<file path="config.mk">
export PLATFORM = sky130hd
export DESIGN_NAME = numerov_recurrence_stepper
export DESIGN_NICKNAME = d
export VERILOG_FILES = /design/src/design/nrs_pkg.sv /design/src/design/numerov_recurrence_stepper.sv
export SDC_FILE = /design/constraint.sdc
export NUM_CORES = 2
export LEC_CHECK = 0
export BUFFER_PORTS_ARGS = -buffer_cell sky130_fd_sc_hd__clkbuf_2
export CAP_MARGIN = 20
export CORE_UTILIZATION = 40
export DETAILED_ROUTE_END_ITERATION = 6
export PLACE_DENSITY_LB_ADDON = 0.1
export RECOVER_POWER = 50
export SLEW_MARGIN = 5
export SYNTH_ARGS = -nofsm -noshare
export SYNTH_HDL_FRONTEND = slang
export SYNTH_SLANG_ARGS = --single-unit
</file>
<file path="constraint.sdc">
create_clock -name i_clk -period 12.2 [get_ports i_clk]
set_clock_uncertainty 0.05 [all_clocks]
set_input_delay 1.22 -clock i_clk [delete_from_list [all_inputs] [get_ports i_clk]]
set_output_delay 1.22 -clock i_clk [all_outputs]
set_load 0.02 [all_outputs]
</file>
<file path="src/design/nrs_pkg.sv">
`timescale 1ns / 1ps

package nrs_pkg;

    // Field widths of the stepper's channels and registers.
    localparam int COEF_W     = 32;
    localparam int FRAC_BITS  = 30;
    localparam int WAVE_W     = 48;
    localparam int SEED_W     = 48;
    localparam int CFG_ADDR_W = 2;
    localparam int CFG_DATA_W = 48;

    // Configuration register indexes.
    localparam logic [CFG_ADDR_W-1:0] CFG_SEED_FIRST  = 2'd0;
    localparam logic [CFG_ADDR_W-1:0] CFG_SEED_SECOND = 2'd1;

    // One input beat: the scaled coefficient of a grid point.
    typedef struct packed {
        logic signed [COEF_W-1:0] coef_sample;
        logic                     restart;
    } t_in;

    // One output beat: the wavefunction value of a grid point.
    typedef struct packed {
        logic signed [WAVE_W-1:0] wave_value;
        logic                     saturated;
        logic                     zero_divisor;
    } t_out;

    // Sequencer states.
    typedef enum logic [2:0] {
        ST_IDLE,
        ST_MUL,
        ST_NEG_LO,
        ST_NEG_HI,
        ST_DIV,
        ST_FIN,
        ST_DONE
    } t_state;

endpackage

</file>
<file path="src/design/numerov_recurrence_stepper.sv">
`timescale 1ns / 1ps

// Channel   Direction  Handshake              Beat
// input     in         i_in_valid / o_in_stall   nrs_pkg::t_in  (coef_sample, restart)
// output    out        o_out_valid / i_out_stall nrs_pkg::t_out (wave_value, flags)
// config    in         i_cfg_we                  i_cfg_addr, i_cfg_data
//
// Seed points go from the idle state straight to the done state.
// Recurrence points pass through the multiply, negate-low, negate-high,
// divide and finish states before the done state: a two-bit-per-cycle
// shift-and-add multiplier forms the numerator, then a two-bit-per-cycle
// restoring divider forms the quotient.
// Reset is synchronous and active low; it clears the sequencer, the output
// valid flag, the point counter and both seed registers.
// The output register lets the next beat be accepted while a result waits
// on i_out_stall; a finished result waits in its own state only while the
// output register is still held.

module numerov_recurrence_stepper (
    input  logic                              i_clk,
    input  logic                              i_rst_n,
    input  logic                              i_in_valid,
    output logic                              o_in_stall,
    input  nrs_pkg::t_in                      i_in_data,
    output logic                              o_out_valid,
    input  logic                              i_out_stall,
    output nrs_pkg::t_out                     o_out_data,
    input  logic                              i_cfg_we,
    input  logic [nrs_pkg::CFG_ADDR_W-1:0]    i_cfg_addr,
    input  logic [nrs_pkg::CFG_DATA_W-1:0]    i_cfg_data
);

    localparam int W     = nrs_pkg::WAVE_W;
    localparam int SW    = nrs_pkg::SEED_W;
    localparam int XW    = (W > SW) ? W : SW;
    localparam int PW    = W + (W % 2);
    localparam int HALF  = PW / 2;
    localparam int CNT_W = $clog2(HALF);
    localparam int KW    = nrs_pkg::COEF_W;
    localparam int F1_W  = KW + 5;
    localparam int DW    = KW + 1;
    localparam int ACC_W = KW + 8;
    localparam int MAG_W = KW;

    localparam logic signed [F1_W-1:0] ONE_F1 = F1_W'(1 << nrs_pkg::FRAC_BITS);
    localparam logic signed [DW-1:0]   ONE_D  = DW'(1 << nrs_pkg::FRAC_BITS);
    localparam logic [W-1:0]  POS_LIM   = {1'b0, {(W-1){1'b1}}};
    localparam logic [W-1:0]  NEG_LIM   = {1'b1, {(W-1){1'b0}}};
    localparam logic [PW-1:0] POS_LIM_Q = PW'(POS_LIM);
    localparam logic [PW-1:0] NEG_LIM_Q = PW'(NEG_LIM);
    localparam logic [CNT_W-1:0] CNT_LAST = CNT_W'(HALF - 1);

    // Clip a seed to the wave range; the top bit of the result is the clip flag.
    function automatic logic [W:0] clip_seed(input logic [SW-1:0] seed);
        logic [XW-1:0] sx;
        logic [XW-W:0] top;
        logic          same;
        sx   = XW'($signed(seed));
        top  = sx[XW-1:W-1];
        same = (&top) | ~(|top);
        if (same) begin
            clip_seed = {1'b0, sx[W-1:0]};
        end else begin
            clip_seed = {1'b1, (seed[SW-1] ? NEG_LIM : POS_LIM)};
        end
    endfunction

    nrs_pkg::t_state r_state, n_state;
    logic            r_out_valid, n_out_valid;
    nrs_pkg::t_out   r_out, n_out;
    nrs_pkg::t_out   r_res, n_res;
    logic [1:0]      r_point_count, n_point_count;
    logic [SW-1:0]   r_seed_first, n_seed_first;
    logic [SW-1:0]   r_seed_second, n_seed_second;
    logic [KW-1:0]   r_coef_prev, n_coef_prev;
    logic [KW-1:0]   r_coef_cur, n_coef_cur;
    logic [KW-1:0]   r_k, n_k;
    logic [W-1:0]    r_wave_prev, n_wave_prev;
    logic [W-1:0]    r_wave_cur, n_wave_cur;

    logic signed [F1_W-1:0]  r_f1, n_f1;
    logic signed [DW-1:0]    r_f0, n_f0;
    logic [MAG_W-1:0]        r_den_mag, n_den_mag;
    logic                    r_den_neg, n_den_neg;
    logic                    r_zdiv, n_zdiv;
    logic                    r_nneg, n_nneg;
    logic                    r_carry, n_carry;
    logic signed [ACC_W-1:0] r_acc, n_acc;
    logic [PW-1:0]           r_lo, n_lo;
    logic [PW-1:0]           r_p1, n_p1;
    logic [PW-1:0]           r_p0, n_p0;
    logic [MAG_W-1:0]        r_rem, n_rem;
    logic [CNT_W-1:0]        r_cnt, n_cnt;

    // Next state and datapath.
    always_comb begin
        logic [1:0]              pc_eff;
        logic [W:0]              clip;
        logic signed [DW-1:0]    den;
        logic signed [F1_W-1:0]  k1x;
        logic signed [ACC_W-1:0] t1, t0, term, sum, acc_v;
        logic [PW-1:0]           lo_v, p1_v, p0_v, qmag, qlim;
        logic [MAG_W-1:0]        rem_v;
        logic [MAG_W:0]          trial;
        logic                    ge, last, qneg, ovf, qsat;

        n_state       = r_state;
        n_out_valid   = r_out_valid;
        n_out         = r_out;
        n_res         = r_res;
        n_point_count = r_point_count;
        n_seed_first  = r_seed_first;
        n_seed_second = r_seed_second;
        n_coef_prev   = r_coef_prev;
        n_coef_cur    = r_coef_cur;
        n_k           = r_k;
        n_wave_prev   = r_wave_prev;
        n_wave_cur    = r_wave_cur;
        n_f1          = r_f1;
        n_f0          = r_f0;
        n_den_mag     = r_den_mag;
        n_den_neg     = r_den_neg;
        n_zdiv        = r_zdiv;
        n_nneg        = r_nneg;
        n_carry       = r_carry;
        n_acc         = r_acc;
        n_lo          = r_lo;
        n_p1          = r_p1;
        n_p0          = r_p0;
        n_rem         = r_rem;
        n_cnt         = r_cnt;

        pc_eff = 2'd0;
        clip   = '0;
        den    = '0;
        k1x    = '0;
        t1     = '0;
        t0     = '0;
        term   = '0;
        sum    = '0;
        acc_v  = r_acc;
        lo_v   = r_lo;
        p1_v   = r_p1;
        p0_v   = r_p0;
        qmag   = '0;
        qlim   = '0;
        rem_v  = r_rem;
        trial  = '0;
        ge     = 1'b0;
        last   = 1'b0;
        qneg   = 1'b0;
        ovf    = 1'b0;
        qsat   = 1'b0;

        // Configuration writes.
        if (i_cfg_we) begin
            unique case (i_cfg_addr)
                nrs_pkg::CFG_SEED_FIRST:  n_seed_first  = i_cfg_data[SW-1:0];
                nrs_pkg::CFG_SEED_SECOND: n_seed_second = i_cfg_data[SW-1:0];
                default: ;
            endcase
        end

        // The output beat leaves when the receiver does not stall.
        if (r_out_valid && !i_out_stall) begin
            n_out_valid = 1'b0;
        end

        unique case (r_state)
            nrs_pkg::ST_IDLE: begin
                if (i_in_valid) begin
                    pc_eff        = i_in_data.restart ? 2'd0 : r_point_count;
                    n_point_count = (pc_eff == 2'd2) ? 2'd2 : pc_eff + 2'd1;
                    n_k           = i_in_data.coef_sample;
                    // Numerator factors and divisor, all Q.30.
                    k1x       = F1_W'($signed(r_coef_cur));
                    n_f1      = (ONE_F1 - ((k1x <<< 2) + k1x)) <<< 1;
                    n_f0      = DW'($signed(r_coef_prev)) + ONE_D;
                    den       = DW'(i_in_data.coef_sample) + ONE_D;
                    n_den_neg = den[DW-1];
                    n_zdiv    = (den == '0);
                    n_den_mag = MAG_W'(den[DW-1] ? -den : den);
                    n_acc     = '0;
                    n_lo      = '0;
                    n_p1      = PW'($signed(r_wave_cur));
                    n_p0      = PW'($signed(r_wave_prev));
                    n_cnt     = '0;
                    unique case (pc_eff)
                        2'd0: begin
                            clip    = clip_seed(r_seed_first);
                            n_res   = '{wave_value: clip[W-1:0], saturated: clip[W],
                                        zero_divisor: 1'b0};
                            n_state = nrs_pkg::ST_DONE;
                        end
                        2'd1: begin
                            clip    = clip_seed(r_seed_second);
                            n_res   = '{wave_value: clip[W-1:0], saturated: clip[W],
                                        zero_divisor: 1'b0};
                            n_state = nrs_pkg::ST_DONE;
                        end
                        default: n_state = nrs_pkg::ST_MUL;
                    endcase
                end
            end

            // Two multiplier bits of both products per cycle, LSB first; the
            // sign bit of the wave value carries negative weight.
            nrs_pkg::ST_MUL: begin
                for (int j = 0; j < 2; j++) begin
                    t1    = p1_v[0] ? ACC_W'(r_f1) : '0;
                    t0    = p0_v[0] ? ACC_W'(r_f0) : '0;
                    last  = (r_cnt == CNT_LAST) && (j == 1);
                    term  = last ? (t0 - t1) : (t1 - t0);
                    sum   = acc_v + term;
                    lo_v  = {sum[0], lo_v[PW-1:1]};
                    acc_v = sum >>> 1;
                    p1_v  = p1_v >> 1;
                    p0_v  = p0_v >> 1;
                end
                n_acc = acc_v;
                n_lo  = lo_v;
                n_p1  = p1_v;
                n_p0  = p0_v;
                n_cnt = r_cnt + 1'b1;
                if (r_cnt == CNT_LAST) begin
                    n_nneg  = acc_v[ACC_W-1];
                    n_cnt   = '0;
                    n_state = nrs_pkg::ST_NEG_LO;
                end
            end

            // Magnitude of the numerator, low word then high word.
            nrs_pkg::ST_NEG_LO: begin
                n_carry = 1'b0;
                if (r_nneg) begin
                    n_lo    = ~r_lo + 1'b1;
                    n_carry = (r_lo == '0);
                end
                n_state = nrs_pkg::ST_NEG_HI;
            end

            nrs_pkg::ST_NEG_HI: begin
                if (r_nneg) begin
                    n_acc = ~r_acc + ACC_W'(r_carry);
                end
                n_cnt   = '0;
                n_state = nrs_pkg::ST_DIV;
            end

            // Restoring division, two quotient bits per cycle, MSB first. The
            // remainder starts from the high word of the magnitude.
            nrs_pkg::ST_DIV: begin
                rem_v = (r_cnt == '0) ? r_acc[MAG_W-1:0] : r_rem;
                for (int j = 0; j < 2; j++) begin
                    trial = {rem_v, lo_v[PW-1]};
                    ge    = (trial >= {1'b0, r_den_mag});
                    rem_v = ge ? MAG_W'(trial - {1'b0, r_den_mag}) : trial[MAG_W-1:0];
                    lo_v  = {lo_v[PW-2:0], ge};
                end
                n_rem = rem_v;
                n_lo  = lo_v;
                n_cnt = r_cnt + 1'b1;
                if (r_cnt == CNT_LAST) begin
                    n_cnt   = '0;
                    n_state = nrs_pkg::ST_FIN;
                end
            end

            // Sign, range clip and zero divisor. A high word at or above the
            // divisor means the quotient overflows the quotient register.
            nrs_pkg::ST_FIN: begin
                ovf   = ($unsigned(r_acc) >= ACC_W'(r_den_mag));
                qneg  = r_nneg ^ r_den_neg;
                qlim  = qneg ? NEG_LIM_Q : POS_LIM_Q;
                qsat  = ovf || (r_lo > qlim);
                qmag  = qneg ? (~r_lo + 1'b1) : r_lo;
                n_res = '{wave_value: (qsat ? (qneg ? NEG_LIM : POS_LIM) : qmag[W-1:0]),
                          saturated: qsat, zero_divisor: r_zdiv};
                n_state = nrs_pkg::ST_DONE;
            end

            // Hand the result to the output register and shift the history.
            nrs_pkg::ST_DONE: begin
                if (!r_out_valid || !i_out_stall) begin
                    n_out       = r_res;
                    n_out_valid = 1'b1;
                    n_wave_prev = r_wave_cur;
                    n_wave_cur  = r_res.wave_value;
                    n_coef_prev = r_coef_cur;
                    n_coef_cur  = r_k;
                    n_state     = nrs_pkg::ST_IDLE;
                end
            end
        endcase
    end

    // Control state and configuration registers.
    always_ff @(posedge i_clk) begin
        if (!i_rst_n) begin
            r_state       <= nrs_pkg::ST_IDLE;
            r_out_valid   <= 1'b0;
            r_point_count <= 2'd0;
            r_seed_first  <= '0;
            r_seed_second <= '0;
        end else begin
            r_state       <= n_state;
            r_out_valid   <= n_out_valid;
            r_point_count <= n_point_count;
            r_seed_first  <= n_seed_first;
            r_seed_second <= n_seed_second;
        end
    end

    // Payload and datapath registers.
    always_ff @(posedge i_clk) begin
        r_out       <= n_out;
        r_res       <= n_res;
        r_coef_prev <= n_coef_prev;
        r_coef_cur  <= n_coef_cur;
        r_k         <= n_k;
        r_wave_prev <= n_wave_prev;
        r_wave_cur  <= n_wave_cur;
        r_f1        <= n_f1;
        r_f0        <= n_f0;
        r_den_mag   <= n_den_mag;
        r_den_neg   <= n_den_neg;
        r_zdiv      <= n_zdiv;
        r_nneg      <= n_nneg;
        r_carry     <= n_carry;
        r_acc       <= n_acc;
        r_lo        <= n_lo;
        r_p1        <= n_p1;
        r_p0        <= n_p0;
        r_rem       <= n_rem;
        r_cnt       <= n_cnt;
    end

    assign o_in_stall  = (r_state != nrs_pkg::ST_IDLE);
    assign o_out_valid = r_out_valid;
    assign o_out_data  = r_out;

    // An accepted beat always starts work.
    a_accept_busy: assert property (@(posedge i_clk) disable iff (!i_rst_n)
        (i_in_valid && !o_in_stall) |=> (r_state != nrs_pkg::ST_IDLE))
        else $error("accepted beat did not start work");

    // A finished result reaches the output register once the slot is free.
    a_done_hands_off: assert property (@(posedge i_clk) disable iff (!i_rst_n)
        (r_state == nrs_pkg::ST_DONE && (!r_out_valid || !i_out_stall))
        |=> (o_out_valid && r_state == nrs_pkg::ST_IDLE))
        else $error("finished result was not handed to the output");

    // A zero divisor always comes out saturated.
    a_zdiv_sat: assert property (@(posedge i_clk) disable iff (!i_rst_n)
        (o_out_valid && o_out_data.zero_divisor) |-> o_out_data.saturated)
        else $error("zero divisor without saturation");

    // A saturated value is one of the two range limits.
    a_sat_limit: assert property (@(posedge i_clk) disable iff (!i_rst_n)
        (o_out_valid && o_out_data.saturated)
        |-> (o_out_data.wave_value == POS_LIM || o_out_data.wave_value == NEG_LIM))
        else $error("saturated value is not a range limit");

    // The point counter stops at two.
    a_count_range: assert property (@(posedge i_clk) disable iff (!i_rst_n)
        r_point_count != 2'd3)
        else $error("point counter out of range");

endmodule

</file>
-- After elaboration in Yosys (flattened, before gate mapping)
Cells that the tools add are included.
- flip-flop bits (word level): 672
- input bits: 88
- output and inout bits: 52
- reduce and logical (&&, ||, !) cells: 30
- multiplexer cells: 39
- $add $sub $neg: 16
- $lt $le $gt $ge: 4
- bitwise logic cells: 3
- eq/ne operators: 17
- operators by type and width (cell ; number):
    two-way mux 48 bit ; 7
    two-way mux 40 bit ; 7
    one-hot mux 50 bit (2 select lines) ; 2
    one-hot mux 48 bit (2 select lines) ; 2
    one-hot mux 48 bit (4 select lines) ; 1
    two-way mux 32 bit ; 4
    one-hot mux 40 bit (3 select lines) ; 1
    subtractor 40 bit ; 3
    adder 32 x 32 -> 33 bit, second input constant ; 2
    greater-or-equal comparator 33 x 32 -> 1 bit ; 2
    subtractor 32 bit ; 2
    two-way mux 50 bit ; 1
    adder 48 x 1 -> 48 bit, second input constant ; 1
    > comparator 48 bit ; 1
    logical NOT 48 bit ; 1
    inverter 48 bit ; 1
    adder 39 x 40 -> 40 bit ; 1
    adder 40 x 1 -> 40 bit ; 1
    adder 40 bit ; 1
    greater-or-equal comparator 40 x 32 -> 1 bit ; 1
    inverter 40 bit ; 1
    subtractor 32 x 35 -> 36 bit, first input constant ; 1
    adder 34 x 32 -> 35 bit ; 1
    logical NOT 33 bit ; 1
    other kinds (31) ; 63

-- Depth between registers and ports, before layout
- depth in word-level cells: 6
- mapped depth: 30
- mapped depth without buffers: 27

-- Worst setup path after synthesis
OpenSTA, ideal clock, no wires.
- path kind: input port to flip-flop
- start: input i_out_stall
- end: register r_out (netlist bit o_out_data[0]) (enable)
- required time: 11412 ps
- arrival: 8830 ps
- slack: 2583 ps
- setup time: 738 ps
- stages on the path: 1
- cells stage by stage: a21oi_1
- word-level cells in the longest chain between the ends: 3
- RTL lines (item ; line ; RTL):
    start, declared ; numerov_recurrence_stepper.sv:26 ; input logic i_out_stall,
    logical NOT 1 bit ; numerov_recurrence_stepper.sv:284 ; if (!r_out_valid || !i_out_stall) begin
    logical OR 1 bit ; numerov_recurrence_stepper.sv:284 ;
    AND reduction 2 bit (no line) ; n/a ;
    end signal, assigned ; numerov_recurrence_stepper.sv:316 ; r_out <= n_out;
    end, declared ; numerov_recurrence_stepper.sv:70 ; nrs_pkg::t_out r_out, n_out;
Every way passes these cells.
A chain may end at the register's enable or synchronous reset.

-- Worst setup path after layout
- start: register r_cnt[0]
- end: register r_rem[16] (data pin)
- word-level cells in the longest chain between the ends: 6
- RTL lines (item ; line ; RTL):
    start, declared ; numerov_recurrence_stepper.sv:93 ; logic [CNT_W-1:0] r_cnt, n_cnt;
    start signal, assigned ; numerov_recurrence_stepper.sv:335 ; r_cnt <= n_cnt;
    logical NOT 5 bit * ; numerov_recurrence_stepper.sv:253 ; rem_v = (r_cnt == '0) ? r_acc[MAG_W-1:0] : r_rem;
    two-way mux 32 bit * ; numerov_recurrence_stepper.sv:253 ;
    subtractor 32 bit / greater-or-equal comparator 33 x 32 -> 1 bit (equally long branches) ; numerov_recurrence_stepper.sv:257, numerov_recurrence_stepper.sv:256 ;
    two-way mux 32 bit * ; numerov_recurrence_stepper.sv:257 ; rem_v = ge ? MAG_W'(trial - {1'b0, r_den_mag}) : trial[MAG_W-1:0];
    subtractor 32 bit / greater-or-equal comparator 33 x 32 -> 1 bit (equally long branches) ; numerov_recurrence_stepper.sv:257, numerov_recurrence_stepper.sv:256 ;
    two-way mux 32 bit * ; numerov_recurrence_stepper.sv:257 ;
    end signal, assigned ; numerov_recurrence_stepper.sv:334 ; r_rem <= n_rem;
    end, declared ; numerov_recurrence_stepper.sv:92 ; logic [MAG_W-1:0] r_rem, n_rem;
Every way passes the cells marked *; elsewhere a longest branch is shown, timed or not.

==> metrics.txt <==
largest net degree at the start of global routing between 100 and 150; Synth cell types 89; Max Cap Viol 9; Max Fanout on Critical Path 33; clock buffer depth 3; global-route usage over all layers 23.4%; DP HPWL between 100000 and 150000 um; Die Span Y approximately 340 um; Pre-antenna DRT Iters 6; CTS H-tree depth 3; layout cells sized above 1 ~7.1%; top_reg_cell synth edfxtp_1; area delta synth->final 10.6%; Post-synth EDFFs roughly 570; Gate Count Post-Synth 4786; die area 115000 sq um; num rows approximately 120; Final Max Slew Viols just over 500; CP Launch Type register; worst setup path startpoint r_cnt[0]$_SDFFCE_PP0P_; Final Cycle Share approximately three quarters; Min-Delay Path Class register to register; sequential area share after synthesis 42.0%; hold path start r_coef_prev[2]$_DFFE_PP_; CP arrival approximately 9.5 ns; number of synthesized register bits between 600 and 700; fill count ~11k; Final WS setup between 3 and 4 ns; Worst-Margin Slew around 4.5 ns; Final Setup Violations 0; Synth Warn # 0; initial antenna violation count 2; Core ar. around 110000 sq um; DRC viols 0; routability cong. 0.919; Root Buffer clkbuf_16; maximum clock frequency 110 MHz; ANT nets after route 0; most common cell type on the critical path ha_1; final WL 138000 um; Via Count about 36k; DRT iter0 DRCs between 2k and 3k; Num CTS Buffers 80; vias in the first global route about 35k; Setup WS pre-CTS about 2.9 ns; GRT overflow 0; I/O pin count 140; RSZ-0062 raised after global routing false; setup tns final 0 ns; mean post-synth cell area 9.52 sq um; status finished, violations left; failing checks max-capacitance violations, max-slew violations; cts-stage hold buffer count 0; Skew-Pair Late Insertion Delay approximately 0.68 ns; fin crit period between 9 and 10 ns; Post-Syn Area approximately 46000 sq um; CTS tree built; NumNets Final about 5.4k; first-pass GRT wire length 210000 um; Post-CTS Resized 0; ys async rst share 0%; Reg clk slew, reported paths roughly 0.060 ns; CP peak stage delay between 0.7 and 0.8 ns; vias per std cell 5.55; reg-to-reg startpoint r_cnt[0]$_SDFFCE_PP0P_; die width ~340 um; CP Capture Type register; crit path max-delay cell type o311ai_1; post-synthesis net count 5288; port buffer count roughly 140; Final Hold Fails 0; CP Class register to register; Data required, critical path ~13 ns; Avg WL per Cell 21.5 um; Sinks on Clock Net approximately 670; Initial Util between 40% and 50%; Slew HR -204%; post-CTS setup buffer count 0
-- sequential cells by signal (all words and copies together) (netlist names), 33 cells and up --
register       cells
r_p0              48
r_wave_prev       48
r_seed_second     48
r_acc             40
r_f0              33
r_res             50
r_wave_cur        48
r_lo              48
r_f1              36
r_seed_first      48
r_p1              48
-- synth_stat cells (31+ instances only) --
master | number | area, sq um
o21bai_1 | 41 | 308
nand3_1 | 75 | 375
o21a_1 | 40 | 300
xnor2_1 | 204 | 1790
clkbuf_1 | 182 | 683
a211oi_1 | 102 | 766
nand2_1 | 811 | 3040
a22oi_1 | 45 | 338
a21o_1 | 118 | 886
mux2i_1 | 64 | 641
and2_1 | 49 | 307
nor2b_1 | 40 | 250
a21boi_0 | 108 | 811
and3_1 | 33 | 206
mux2_2 | 74 | 833
nor3_1 | 70 | 350
nand4_1 | 56 | 350
a21oi_1 | 271 | 1360
edfxtp_1 | 569 | 17100
nor2_1 | 210 | 788
o22ai_1 | 48 | 300
ha_1 | 370 | 4630
nand2b_1 | 43 | 269
a31oi_1 | 32 | 200
xor2_1 | 95 | 832
inv_1 | 344 | 1290
or3_1 | 31 | 194
fa_1 | 44 | 881
o21ai_0 | 221 | 1110
dfxtp_1 | 102 | 2040
-- cells by family after synthesis --
family	Yosys count	synth area share, %
adder cells (fa/ha/maj)	414	12.1
multiplexers	138	3.24
AND/OR/NAND/NOR	1508	15.0
XOR/XNOR	300	5.80
flip-flops	671	42.0
buffers and inverters	549	4.55
AO/OA/AOI/OAI	1206	17.3
-- per-layer routing --
layer	global-route usage, %	vias to the layer above	wire length [um]	part of all wire [%]
li1	-	17348	-	-
met1	31.1	17230	61500	45
met2	39.9	865	66400	48
met5	0	-	0	0
met3	2.70	200	5750	4.2
met4	7.13	0	4290	3.1
-- worst paths after layout --
check                             end  slack (ns)  cells past startpoint
hold reg to reg     r_f0[2]$_DFFE_PP_        0.36                      0
hold / removal      r_f0[2]$_DFFE_PP_        0.36                      0
setup / recovery  r_rem[16]$_DFFE_PN_        3.07                     28
setup reg to reg  r_rem[16]$_DFFE_PN_        3.07                     28
-- cells in the final DEF, fill, tap and decap left out, types with 17 or more instances in the layout --
master / count
nand2_1: 809
edfxtp_1: 569
ha_1: 369
inv_1: 343
a21oi_1: 269
o21ai_0: 220
nor2_1: 210
xnor2_1: 204
a21o_1: 118
a21boi_0: 108
a211oi_1: 102
dfxtp_1: 102
xor2_1: 94
clkbuf_1: 94
clkbuf_16: 83
nand3_1: 75
mux2_2: 74
nor3_1: 69
mux2i_1: 64
clkbuf_2: 60
nand4_1: 56
and2_1: 49
o22ai_1: 48
a22oi_1: 45
fa_1: 44
nand2b_1: 43
o21bai_1: 41
o21a_1: 40
nor2b_1: 39
buf_4: 37
and3_1: 33
a31oi_1: 32
or3_1: 31
nor4_1: 30
o211ai_1: 28
o31ai_1: 28
clkinv_2: 17
-- through the flow --
step           cell area [sq um]  util (%)  std cells  hold slack [ns]
4_1_cts                    50500      44.9       6415            0.361
2_1_floorplan              45600         -       4786            0.350
5_1_grt                    50400      44.7       6416            0.372
6_report                   50400      44.7       6417            0.357
3_5_place_dp               47800      42.5       6265            0.355
3_3_place_gp               47800      42.5       6265            0.351
-- final cells by class --
type	instances	area, sq um	area share [%]
Clock inverter	53	517	1.03
Tap cell	1500	1880	3.73
Antenna cell	1	2.50	0.00497
Clock buffer	97	2180	4.33
Multi-Input combinational cell	3566	24500	48.6
Timing Repair Buffer	183	910	1.81
Inverter	346	1300	2.58
Sequential cell	671	19100	38.0
-- critical path, delay by kind of cell, from the launching register on --
| family | cells | cell delay [ns] |
|---|---|---|
| buf+inv | 4 | 1.01 |
| compound gates | 11 | 4.20 |
| flops | 1 | 0.43 |
| mux | 3 | 1.12 |
| simple gates | 7 | 1.17 |
| fa+ha+maj | 3 | 0.79 |
Power is left out: the tool's default activity adds up to more than one toggle a clock period on the data nets, which glitch-free logic cannot reach.
